===== src/rtl/core/eti_pkg.sv =====
// ----------------------------------------------------------------------------
// eti_pkg
// Shared types and constants of the escape-time iterator: the microcode
// control word, datapath status and configuration register indexes.
// ----------------------------------------------------------------------------
`default_nettype none

package eti_pkg;

	localparam int CFG_IDX_BITS = 8;
	localparam int CFG_DATA_BITS = 32;
	localparam int POINT_BITS = 32;
	localparam int LIMIT_CFG_BITS = 16;
	localparam int MAX_ITER_RESET = 255;

	typedef logic [CFG_IDX_BITS-1:0] cfg_idx_t;

	localparam cfg_idx_t CFG_JULIA_MODE = 8'd0;
	localparam cfg_idx_t CFG_JULIA_C_RE = 8'd1;
	localparam cfg_idx_t CFG_JULIA_C_IM = 8'd2;
	localparam cfg_idx_t CFG_MAX_ITER   = 8'd3;

	// Microprogram step addresses.
	typedef logic [2:0] step_t;

	localparam step_t STEP_WAIT  = 3'd0;
	localparam step_t STEP_TEST  = 3'd1;
	localparam step_t STEP_MXY   = 3'd2;
	localparam step_t STEP_MYY   = 3'd3;
	localparam step_t STEP_PREP  = 3'd4;
	localparam step_t STEP_STEP  = 3'd5;
	localparam step_t STEP_EMIT  = 3'd6;

	typedef enum logic [2:0] {
		OP_NOP,
		OP_LOAD,
		OP_MXX,
		OP_MXY,
		OP_MYY,
		OP_PREP,
		OP_STEP,
		OP_EMIT
	} dp_op_t;

	typedef enum logic [2:0] {
		BR_NEXT,
		BR_WAIT_IN,
		BR_STOP,
		BR_ESCAPE,
		BR_ALWAYS,
		BR_WAIT_OUT
	} br_t;

	typedef struct packed {
		dp_op_t op;
		br_t    br;
		step_t  target;
	} ctl_word_t;

	typedef struct packed {
		logic stop;
		logic escape;
	} dp_status_t;

endpackage

`default_nettype wire


===== src/rtl/core/escape_time_iterator.sv =====
// Each iteration is five microcode steps, set by the one shared multiplier
// forming x*x, x*y and y*y in turn. One point is in work at a time: a new
// point is accepted only in the wait step, after the last count is emitted.
// Asynchronous active-low reset returns the sequencer to its wait step, drops
// the output, and sets the registers to Mandelbrot mode, c = 0, limit 255.
// ----------------------------------------------------------------------------
// escape_time_iterator
// Mandelbrot / Julia escape-time counter on signed fixed-point points, run
// by a small microprogram over a shared-multiplier datapath.
// ----------------------------------------------------------------------------
`default_nettype none

module escape_time_iterator #(
	parameter int COUNT_BITS = 16,
	parameter int FRAC_BITS = 28
) (
	input  wire                                     clk,
	input  wire                                     arst_n,
	input  wire                                     in_valid,
	output logic                                    in_stall,
	input  wire signed [eti_pkg::POINT_BITS-1:0]    point_re,
	input  wire signed [eti_pkg::POINT_BITS-1:0]    point_im,
	output logic                                    out_valid,
	input  wire                                     out_stall,
	output logic       [COUNT_BITS-1:0]             iteration_count,
	input  wire                                     cfg_valid,
	output logic                                    cfg_ready,
	input  wire        [eti_pkg::CFG_IDX_BITS-1:0]  cfg_index,
	input  wire        [eti_pkg::CFG_DATA_BITS-1:0] cfg_data
);

	eti_pkg::step_t pc;
	eti_pkg::ctl_word_t ctl;
	eti_pkg::dp_status_t status;

	logic julia_mode_q;
	logic signed [eti_pkg::POINT_BITS-1:0] julia_c_re_q, julia_c_im_q;
	logic [COUNT_BITS-1:0] max_iter_q;
	logic out_valid_q;
	logic [COUNT_BITS-1:0] count_q;
	logic [COUNT_BITS-1:0] n;
	logic in_fire, slot_free, emit;

	assign cfg_ready = 1'b1;
	assign in_stall = (ctl.br != eti_pkg::BR_WAIT_IN);
	assign in_fire = in_valid && !in_stall;
	assign slot_free = !out_valid_q || !out_stall;
	assign emit = (ctl.op == eti_pkg::OP_EMIT) && slot_free;

	always_ff @(posedge clk or negedge arst_n) begin
		if (!arst_n) begin
			julia_mode_q <= 1'b0;
			julia_c_re_q <= '0;
			julia_c_im_q <= '0;
			max_iter_q   <= COUNT_BITS'(eti_pkg::MAX_ITER_RESET);
		end else if (cfg_valid && cfg_ready) begin
			unique case (cfg_index)
				eti_pkg::CFG_JULIA_MODE: julia_mode_q <= cfg_data[0];
				eti_pkg::CFG_JULIA_C_RE: julia_c_re_q <= cfg_data;
				eti_pkg::CFG_JULIA_C_IM: julia_c_im_q <= cfg_data;
				eti_pkg::CFG_MAX_ITER:
					max_iter_q <= COUNT_BITS'(cfg_data[eti_pkg::LIMIT_CFG_BITS-1:0]);
				default: begin
				end
			endcase
		end
	end

	eti_ucode_rom u_rom (
		.pc  (pc),
		.ctl (ctl)
	);

	eti_sequencer u_seq (
		.clk       (clk),
		.arst_n    (arst_n),
		.ctl       (ctl),
		.status    (status),
		.in_valid  (in_valid),
		.slot_free (slot_free),
		.pc        (pc)
	);

	eti_datapath #(
		.COUNT_BITS (COUNT_BITS),
		.FRAC_BITS  (FRAC_BITS)
	) u_dp (
		.clk            (clk),
		.arst_n         (arst_n),
		.op             (ctl.op),
		.load           (in_fire),
		.point_re       (point_re),
		.point_im       (point_im),
		.julia_mode     (julia_mode_q),
		.julia_c_re     (julia_c_re_q),
		.julia_c_im     (julia_c_im_q),
		.max_iterations (max_iter_q),
		.status         (status),
		.count          (n)
	);

	// Output register: the count of a finished point waits here while the
	// sequencer goes back to take the next transaction.
	always_ff @(posedge clk or negedge arst_n) begin
		if (!arst_n) begin
			out_valid_q <= 1'b0;
		end else if (emit) begin
			out_valid_q <= 1'b1;
		end else if (!out_stall) begin
			out_valid_q <= 1'b0;
		end
	end

	always_ff @(posedge clk) begin
		if (emit) begin
			count_q <= n;
		end
	end

	assign out_valid = out_valid_q;
	assign iteration_count = count_q;

	a_accept_starts_test: assert property (@(posedge clk) disable iff (!arst_n)
		in_fire |=> (pc == eti_pkg::STEP_TEST))
		else $error("accepted point did not start the iteration loop");

	a_step_counts_one: assert property (@(posedge clk) disable iff (!arst_n)
		(ctl.op == eti_pkg::OP_STEP) |=> (n == $past(n) + 1'b1))
		else $error("iteration count did not advance by one on an update step");

	a_result_from_emit: assert property (@(posedge clk) disable iff (!arst_n)
		$rose(out_valid_q) |-> $past(ctl.op == eti_pkg::OP_EMIT))
		else $error("result appeared outside the emit step");

endmodule

`default_nettype wire


===== src/rtl/core/eti_ucode_rom.sv =====
// ----------------------------------------------------------------------------
// eti_ucode_rom
// Read-only control store: one control word for each microprogram step.
// ----------------------------------------------------------------------------
`default_nettype none

module eti_ucode_rom (
	input  wire eti_pkg::step_t     pc,
	output eti_pkg::ctl_word_t      ctl
);

	// One iteration runs TEST, MXY, MYY, PREP and STEP; the squares and the
	// cross product share one multiplier.
	always_comb begin
		unique case (pc)
			eti_pkg::STEP_WAIT: begin
				ctl = '{eti_pkg::OP_LOAD, eti_pkg::BR_WAIT_IN, eti_pkg::STEP_TEST};
			end
			eti_pkg::STEP_TEST: begin
				ctl = '{eti_pkg::OP_MXX, eti_pkg::BR_STOP, eti_pkg::STEP_EMIT};
			end
			eti_pkg::STEP_MXY: begin
				ctl = '{eti_pkg::OP_MXY, eti_pkg::BR_NEXT, eti_pkg::STEP_MYY};
			end
			eti_pkg::STEP_MYY: begin
				ctl = '{eti_pkg::OP_MYY, eti_pkg::BR_NEXT, eti_pkg::STEP_PREP};
			end
			eti_pkg::STEP_PREP: begin
				ctl = '{eti_pkg::OP_PREP, eti_pkg::BR_ESCAPE, eti_pkg::STEP_EMIT};
			end
			eti_pkg::STEP_STEP: begin
				ctl = '{eti_pkg::OP_STEP, eti_pkg::BR_ALWAYS, eti_pkg::STEP_TEST};
			end
			eti_pkg::STEP_EMIT: begin
				ctl = '{eti_pkg::OP_EMIT, eti_pkg::BR_WAIT_OUT, eti_pkg::STEP_WAIT};
			end
			default: begin
				ctl = '{eti_pkg::OP_NOP, eti_pkg::BR_ALWAYS, eti_pkg::STEP_WAIT};
			end
		endcase
	end

endmodule

`default_nettype wire


===== src/rtl/core/eti_sequencer.sv =====
// ----------------------------------------------------------------------------
// eti_sequencer
// Step counter of the microprogram with its conditional jumps.
// ----------------------------------------------------------------------------
`default_nettype none

module eti_sequencer (
	input  wire                     clk,
	input  wire                     arst_n,
	input  eti_pkg::ctl_word_t      ctl,
	input  eti_pkg::dp_status_t     status,
	input  wire                     in_valid,
	input  wire                     slot_free,
	output eti_pkg::step_t          pc
);

	eti_pkg::step_t pc_q;
	eti_pkg::step_t pc_next;
	eti_pkg::step_t pc_inc;

	assign pc_inc = pc_q + 3'd1;

	always_comb begin
		unique case (ctl.br)
			eti_pkg::BR_NEXT:     pc_next = pc_inc;
			eti_pkg::BR_WAIT_IN:  pc_next = in_valid ? pc_inc : pc_q;
			eti_pkg::BR_STOP:     pc_next = status.stop ? ctl.target : pc_inc;
			eti_pkg::BR_ESCAPE:   pc_next = status.escape ? ctl.target : pc_inc;
			eti_pkg::BR_ALWAYS:   pc_next = ctl.target;
			eti_pkg::BR_WAIT_OUT: pc_next = slot_free ? ctl.target : pc_q;
			default:              pc_next = eti_pkg::STEP_WAIT;
		endcase
	end

	always_ff @(posedge clk or negedge arst_n) begin
		if (!arst_n) begin
			pc_q <= eti_pkg::STEP_WAIT;
		end else begin
			pc_q <= pc_next;
		end
	end

	assign pc = pc_q;

endmodule

`default_nettype wire


===== src/rtl/core/eti_datapath.sv =====
// ----------------------------------------------------------------------------
// eti_datapath
// Iterate registers, shared signed multiplier, bailout compare and rounding.
// ----------------------------------------------------------------------------
`default_nettype none

module eti_datapath #(
	parameter int COUNT_BITS = 16,
	parameter int FRAC_BITS = 28
) (
	input  wire                                     clk,
	input  wire                                     arst_n,
	input  eti_pkg::dp_op_t                         op,
	input  wire                                     load,
	input  wire signed [eti_pkg::POINT_BITS-1:0]    point_re,
	input  wire signed [eti_pkg::POINT_BITS-1:0]    point_im,
	input  wire                                     julia_mode,
	input  wire signed [eti_pkg::POINT_BITS-1:0]    julia_c_re,
	input  wire signed [eti_pkg::POINT_BITS-1:0]    julia_c_im,
	input  wire        [COUNT_BITS-1:0]             max_iterations,
	output eti_pkg::dp_status_t                     status,
	output logic       [COUNT_BITS-1:0]             count
);

	// z needs six integer bits after an update plus room for a full 32-bit c.
	localparam int ZW0 = (FRAC_BITS + 7 > eti_pkg::POINT_BITS) ? FRAC_BITS + 7
		: eti_pkg::POINT_BITS;
	localparam int ZW = ZW0 + 1;
	// Multiplier operands hold values up to 5.0 in magnitude whenever the product is used.
	localparam int MW = FRAC_BITS + 4;
	localparam int PW = 2 * MW;

	localparam logic signed [ZW-1:0] FIVE = ZW'(5) << FRAC_BITS;
	localparam logic signed [PW-1:0] LIMIT = PW'(25) << (2 * FRAC_BITS);
	localparam logic signed [PW-1:0] HALF = PW'(1) << (FRAC_BITS - 1);

	logic signed [ZW-1:0] x_q, y_q;
	logic signed [eti_pkg::POINT_BITS-1:0] cr_q, ci_q;
	logic [COUNT_BITS-1:0] n_q;
	logic signed [PW-1:0] p_xx_q, p_xy_q, p_yy_q;
	logic signed [PW-1:0] d_q, e_q;

	logic signed [MW-1:0] xs, ys, mul_a, mul_b;
	logic signed [PW-1:0] prod;
	logic signed [PW-1:0] sum;
	logic signed [PW-FRAC_BITS-1:0] d_rnd, e_rnd;

	assign xs = x_q[MW-1:0];
	assign ys = y_q[MW-1:0];
	assign mul_a = (op == eti_pkg::OP_MYY) ? ys : xs;
	assign mul_b = (op == eti_pkg::OP_MXX) ? xs : ys;
	assign prod = mul_a * mul_b;

	assign sum = p_xx_q + p_yy_q;
	assign d_rnd = d_q[PW-1:FRAC_BITS];
	assign e_rnd = e_q[PW-1:FRAC_BITS];

	assign status.stop = (n_q >= max_iterations) || (x_q > FIVE) || (x_q < -FIVE)
		|| (y_q > FIVE) || (y_q < -FIVE);
	assign status.escape = sum > LIMIT;
	assign count = n_q;

	always_ff @(posedge clk) begin
		unique case (op)
			eti_pkg::OP_LOAD: begin
				if (load) begin
					x_q  <= ZW'(point_re);
					y_q  <= ZW'(point_im);
					cr_q <= julia_mode ? julia_c_re : point_re;
					ci_q <= julia_mode ? julia_c_im : point_im;
				end
			end
			eti_pkg::OP_MXX: p_xx_q <= prod;
			eti_pkg::OP_MXY: p_xy_q <= prod;
			eti_pkg::OP_MYY: p_yy_q <= prod;
			eti_pkg::OP_PREP: begin
				d_q <= p_xx_q - p_yy_q + HALF;
				e_q <= (p_xy_q <<< 1) + HALF;
			end
			eti_pkg::OP_STEP: begin
				// Floor after the half bias gives round half up.
				x_q <= ZW'(d_rnd) + ZW'(cr_q);
				y_q <= ZW'(e_rnd) + ZW'(ci_q);
			end
			default: begin
			end
		endcase
	end

	always_ff @(posedge clk or negedge arst_n) begin
		if (!arst_n) begin
			n_q <= '0;
		end else if (op == eti_pkg::OP_LOAD && load) begin
			n_q <= '0;
		end else if (op == eti_pkg::OP_STEP) begin
			n_q <= n_q + 1'b1;
		end
	end

endmodule

`default_nettype wire

===== config.mk =====
export PLATFORM = sky130hd
export DESIGN_NAME = escape_time_iterator
export DESIGN_NICKNAME = d
export VERILOG_FILES = /design/src/rtl/core/eti_pkg.sv /design/src/rtl/core/escape_time_iterator.sv /design/src/rtl/core/eti_ucode_rom.sv /design/src/rtl/core/eti_sequencer.sv /design/src/rtl/core/eti_datapath.sv
export SDC_FILE = /design/constraint.sdc
export NUM_CORES = 2
export LEC_CHECK = 0
export BUFFER_PORTS_ARGS = -buffer_cell sky130_fd_sc_hd__clkbuf_2
export CAP_MARGIN = 15
export CORE_MARGIN = 2
export CORE_UTILIZATION = 31
export CTS_CLUSTER_DIAMETER = 60
export DETAILED_ROUTE_END_ITERATION = 10
export PLACE_DENSITY = 0.55
export RECOVER_POWER = 25
export SLEW_MARGIN = 25
export SYNTH_ARGS = -nofsm -noshare
export SYNTH_HDL_FRONTEND = slang
export SYNTH_SLANG_ARGS = --single-unit

===== constraint.sdc =====
create_clock -name clk -period 13.6 [get_ports clk]
set_input_delay 0.68 -clock clk [delete_from_list [all_inputs] [get_ports clk]]
set_output_delay 0.68 -clock clk [all_outputs]
set_load 0.01 [all_outputs]

== Word level (Yosys, flattened, before mapping) ==
Cells that the tools add are included.
Widths: inputs -> output; s select.
Operators by class
  muxes and demuxes: 18
  add/sub/neg operators: 8
  eq/ne operators: 26
  reduce and logical (&&, ||, !) cells: 23
  order comparisons: 6
  multipliers: 1
Operators by type and width (count)
  $pmux 36 s2: 2
  $add 64x29->64 const B: 2
  $mux 32: 4
  $add 36x32->36: 2
  $gt 36x32->1 const B: 2
  $lt 36x32->1 const B: 2
  $mux 36: 2
  $add 64x64->64: 1
  $gt 64x62->1 const B: 1
  $mul 32x32->64: 1
  $sub 64x64->64: 1
  $pmux 9 s7: 1
  $mux 16: 2
  $eq 3x3->1 const B: 9
  $eq 3x2->1 const B: 6
  $pmux 3 s6: 1
  $add 16x1->16 const B: 1
  $eq 8x2->1 const B: 2
  $ge 16x16->1: 1
  $reduce_and 2->1: 7
  $mux 3: 4
  $eq 3x1->1 const B: 3
  $eq 8x1->1 const B: 1
  $logic_not 8->1: 1
  10 further kinds: 23
Word-level totals
  flip-flop bits (word level): 572
  input bits: 109
  word-level logic and storage cells: 99

== Depth between registers and ports, before layout ==
  depth in word-level cells: 7
  depth in mapped cells: 41

== By module ==
Synthesis repeated with hierarchy kept, for this count alone.
Second synthesis, totals
  cells, all modules: 6590
  area total of the unflattened synthesis: 65375.2 µm²
By module, submodules not included
  eti_datapath: cells each 6338, times used 1, area each 61321.3 µm²
  escape_time_iterator: cells each 202, times used 1, area each 3649.8 µm²
  eti_sequencer: cells each 33, times used 1, area each 284.0 µm²
  eti_ucode_rom: cells each 17, times used 1, area each 120.1 µm²

== Worst setup path after synthesis ==
Ideal clock, no wire load.
  kind: register to register
  from: reg u_seq.pc_q[0] (netlist: u_seq.pc[0])
  to: reg u_dp.p_xx_q[62] (data pin)
  data arrival time: 11.119 ns
  data required time: 13.317 ns
  library setup time: 0.283 ns
  slack: 2.198 ns
  period minus slack after synthesis: 11.402 ns
  buffers on the path: 4
  cell stages (with the launch flop): 37
  cell sequence: dfrtp_1 -> inv_1 -> ha_1 -> clkbuf_1 -> a2111o_1 -> clkbuf_1 -> inv_1 -> buf_1 -> nand2_1 -> nand2_1 -> clkbuf_1 -> nand2_1 -> fa_1 -> fa_1 -> fa_1 -> fa_1 -> inv_1 -> fa_1 -> fa_1 -> fa_1 -> fa_1 -> ha_1 -> and3_1 -> and3_1 -> a31o_2 -> a41o_1 -> nand3b_1 -> a31o_2 -> or3b_1 -> nand3_1 -> a21oi_1 -> o21ai_1 -> and4b_1 -> o21ai_1 -> o21ai_0 -> o21ai_0 -> a31oi_1
Between the ends
  longest elaborated chain between the ends: 5
  elaborated cells on any way between the ends: 13
Ends and longest elaborated chain
  start: declaration: RTL line eti_sequencer.sv:17  | eti_pkg::step_t pc_q;
  start signal: assignment: RTL line eti_sequencer.sv:37  | pc_q <= eti_pkg::STEP_WAIT;
  start signal: assignment: RTL line eti_sequencer.sv:39  | pc_q <= pc_next;
  $eq 3x3->1, or another cell as far along: RTL line eti_ucode_rom.sv:15  | unique case (pc)
  $pmux 9 s7 (*): RTL line eti_ucode_rom.sv:15
  $eq 3x3->1 or $eq 3x2->1 (tied branches): RTL line eti_datapath.sv:50, eti_datapath.sv:51
  $mux 32 (on tied branches): RTL line eti_datapath.sv:50, eti_datapath.sv:51
  $mul 32x32->64 (*): RTL line eti_datapath.sv:52  | assign prod = mul_a * mul_b;
  named net u_dp.prod[62]: RTL line eti_datapath.sv:44  | logic signed [PW-1:0] prod;
  end signal: assignment: RTL line eti_datapath.sv:73  | eti_pkg::OP_MXX: p_xx_q <= prod;
  end: declaration: RTL line eti_datapath.sv:40  | logic signed [PW-1:0] p_xx_q, p_xy_q, p_yy_q;
The timed path passes the listed nets; every way through them passes the cells marked *.
A chain may end at the register's enable or synchronous reset.

== Worst setup path after layout ==
  from: reg u_seq.pc_q[0] (netlist: u_seq.pc[0])
  to: reg u_dp.p_xx_q[61] (data pin)
The elaborated chain is that of the path after synthesis.

==> results_dict.tcl <==
set metrics [dict create \
    cp-end-kind "register" \
    grtUsageMet1 0.302 \
    syn_nets 8491 \
    final_area_sq_um 72700 \
    slowest_stage "buf_4" \
    min_period_ns 12.16 \
    syn_area_sq_um 66100 \
    reg2reg_from "u_seq.pc[0]$_DFFE_PN0P_" \
    cts_tree "built" \
    synth_edf_count 389 \
    grtUsageMet3 0.0448 \
    antenna_found_initial 10 \
    tns_ns 0 \
    cts_hold_buf 0 \
    setup-violations-final 0 \
    drt_wl_total_um 245000 \
    drive_gt1_frac 0.0860 \
    worst_pin_slew_ns 3.69 \
    synth_top_cell_by_area "fa_1" \
    cts_root_buffer "clkbuf_16" \
    drcViolationCount 0 \
    clkTransAtPathRegs_ns 0.06 \
    finalCritPeriodShare 0.894 \
    synthFlopType "edfxtp_1" \
    drt_pass1_iterations 5 \
    path_common_cell "fa_1" \
    rr_worst_depth 37 \
    hold_viol 0 \
    place_inst 9678 \
    cp.depth 37 \
    fp-row-count 169 \
    nets 8573 \
    cts_max_level 2 \
    clk_latency_ns 0.68 \
    ant_nets 0 \
    yosysMostFrequentCell "inv_1" \
    num_vias 51520 \
    clockBufferDepth 3 \
    grt_usage 0.225 \
    cp.required_ns 14.01 \
    hpwl_um 197000 \
    max_stage_delay_ns 0.63 \
    die_x_um 466 \
    rr_endpoint "u_dp.p_xx_q[61]$_DFFE_PN_" \
    gr-total-overflow 0 \
    synth-seq-cells 490 \
    async_reset_ff_frac 0.206 \
    status "finished with violations" \
    post_cts_buffers 0 \
    gp_congestion 0.991 \
    reg2reg_slack_ns 1.44 \
    placed_cell_area_sq_um 70800 \
    die_y_um 466 \
    synth_area_leaders "fa_1 (33%), edfxtp_1 (18%), ha_1 (8.8%), inv_1 (6.3%), nand2_1 (5.0%)" \
    grt_pass1_vias 53196 \
    area_growth_syn_to_layout_pct 10.0 \
    arrival_ns 12.56 \
    use_met2 0.349 \
    final.fill_count 21610 \
    netlist_instances 6833 \
    cp-startpoint "u_seq.pc[0]$_DFFE_PN0P_" \
    fmax_mhz 82.3 \
    cts-resized-gates 0 \
    hp-class "input pin to register" \
    wl_per_cell_um 25.0 \
    avgSynthCellArea_sq_um 9.67 \
    cap_viol_max_count 6 \
    final_cells 9790 \
    relSlewSlack -1.46 \
    finalClockSkew_ns 0.0614 \
    violations "capacitance limit, slew limit" \
    path_class "register to register" \
    path_max_fanout 42 \
    ys_seq_area_frac 0.215 \
    endpoint "u_dp.p_xx_q[61]$_DFFE_PN_" \
    cts.sinks 490 \
    drtIter0Drc 4503 \
    grt_start_max_net_pins 73 \
    busiest_layer "met2" \
    die_area_sq_um 217000 \
    num_io_pins 128 \
    io_buffers 126 \
    netlist.area_leader.share 0.329 \
    slew_viol_final 207 \
    start_util 0.312 \
    yosys-top-cells-count "inv_1 (1,114), fa_1 (1,085), nand2_1 (875), nor2_1 (733), ha_1 (464)" \
    worstSetupStartpointType "register" \
    critical-path-top-delay-family "adder cells" \
    ys_types 99 \
    grt_pass1_wl_um 361000 \
    numCtsBuffers 56 \
    rsz0062_at_grt "no" \
    viasPerCell 5.26 \
    fp.coreArea_sq_um 212000 \
    synth_warnings 0 \
    cp_num_buf_inv 6 \
]
==> flip-flops by register name (all words and copies together) (netlist names) <==
register	cells
julia_mode_q	1
u_dp.x_q	36
julia_c_re_q	32
u_dp.ci_q	32
out_valid	1
u_dp.p_yy_q	64
u_dp.e_q	36
iteration_count	16
u_dp.y_q	36
u_dp.p_xx_q	64
max_iter_q	16
u_dp.cr_q	32
julia_c_im_q	32
u_dp.p_xy_q	37
u_dp.d_q	36
u_seq.pc	3
u_dp.count	16
==> per-stage QoR <==
step / hold WS, ns / worst slack, ns / utilization
2_1_floorplan: 0.384 / 2.20 / -
3_3_place_gp: 0.483 / 1.68 / 0.333
3_5_place_dp: 0.489 / 1.66 / 0.334
5_1_grt: 0.267 / 0.820 / 0.343
6_report: 0.281 / 1.44 / 0.343
4_1_cts: 0.0110 / 1.61 / 0.343
==> routing by layer <==
layer,routed length (um),share of wire,vias up
li1,-,-,22196
met1,102000,0.41,26552
met2,109000,0.44,2300
met3,20600,0.084,470
met4,13800,0.057,2
met5,13,0.000053,-
==> how the worst min path moves through the flow <==
stage	depth (start not counted)	start	end
2_1_floorplan	0	arst_n	julia_c_im_q[0]$_DFFE_PN0P_
3_3_place_gp	1	julia_c_im_q[11]$_DFFE_PN0P_	julia_c_im_q[11]$_DFFE_PN0P_
3_5_place_dp	1	julia_c_im_q[11]$_DFFE_PN0P_	julia_c_im_q[11]$_DFFE_PN0P_
4_1_cts	1	arst_n	u_dp.count[7]$_DFFE_PN0P_
5_1_grt	2	cfg_data[26]	julia_c_im_q[26]$_DFFE_PN0P_
6_report	2	cfg_data[26]	julia_c_re_q[26]$_DFFE_PN0P_
==> cell families after synthesis <==
group,Yosys count,synth area share
fa+ha+maj,1549,0.416
buf+inv,1358,0.0776
flops,490,0.215
compound gates,894,0.0874
other cells,1,0.0000567
simple gates,2090,0.137
mux,217,0.0357
xor+xnor,234,0.0310
==> layout make-up <==
class,instances,area (sq um),area share
Clock inverter,27,377,0.00518
Timing Repair Buffer,263,1650,0.0227
Multi-Input combinational cell,4985,47100,0.648
Tap cell,2821,3530,0.0485
Antenna cell,6,15.0,0.000206
Sequential cell,490,14200,0.196
Clock buffer,79,1590,0.0219
Inverter,1119,4200,0.0578
==> cells in the final DEF, fill, tap and decap left out, types with 12 or more instances in the layout <==
master	Yosys	layout
mux2_2	150	147
nand3_1	84	84
nand4_1	48	48
inv_1	1114	1113
nor2_1	733	733
clkbuf_1	213	39
xor2_1	83	83
o21ai_0	185	185
mux2i_2	0	26
or3_1	14	13
a21o_1	107	107
mux2i_1	67	24
fa_1	1085	1085
a221oi_1	12	12
nor3_1	48	45
a211oi_1	24	23
and3_1	28	28
clkbuf_16	0	60
o211ai_1	16	16
nor4_1	50	50
buf_4	1	131
nand2_1	875	869
o21a_1	27	27
or2_2	20	19
dfrtp_1	93	93
ha_1	464	464
and2_1	31	31
o21bai_1	40	40
clkbuf_2	0	108
a21oi_1	266	265
nand2b_1	52	52
a31oi_1	29	29
nor2b_1	58	58
xnor2_1	151	151
o21ai_1	13	13
edfxtp_1	389	389
mux2i_4	0	17
o31ai_1	31	30
Power is left out: the tool's default activity adds up to more than one toggle a clock period on the data nets, which glitch-free logic cannot reach.
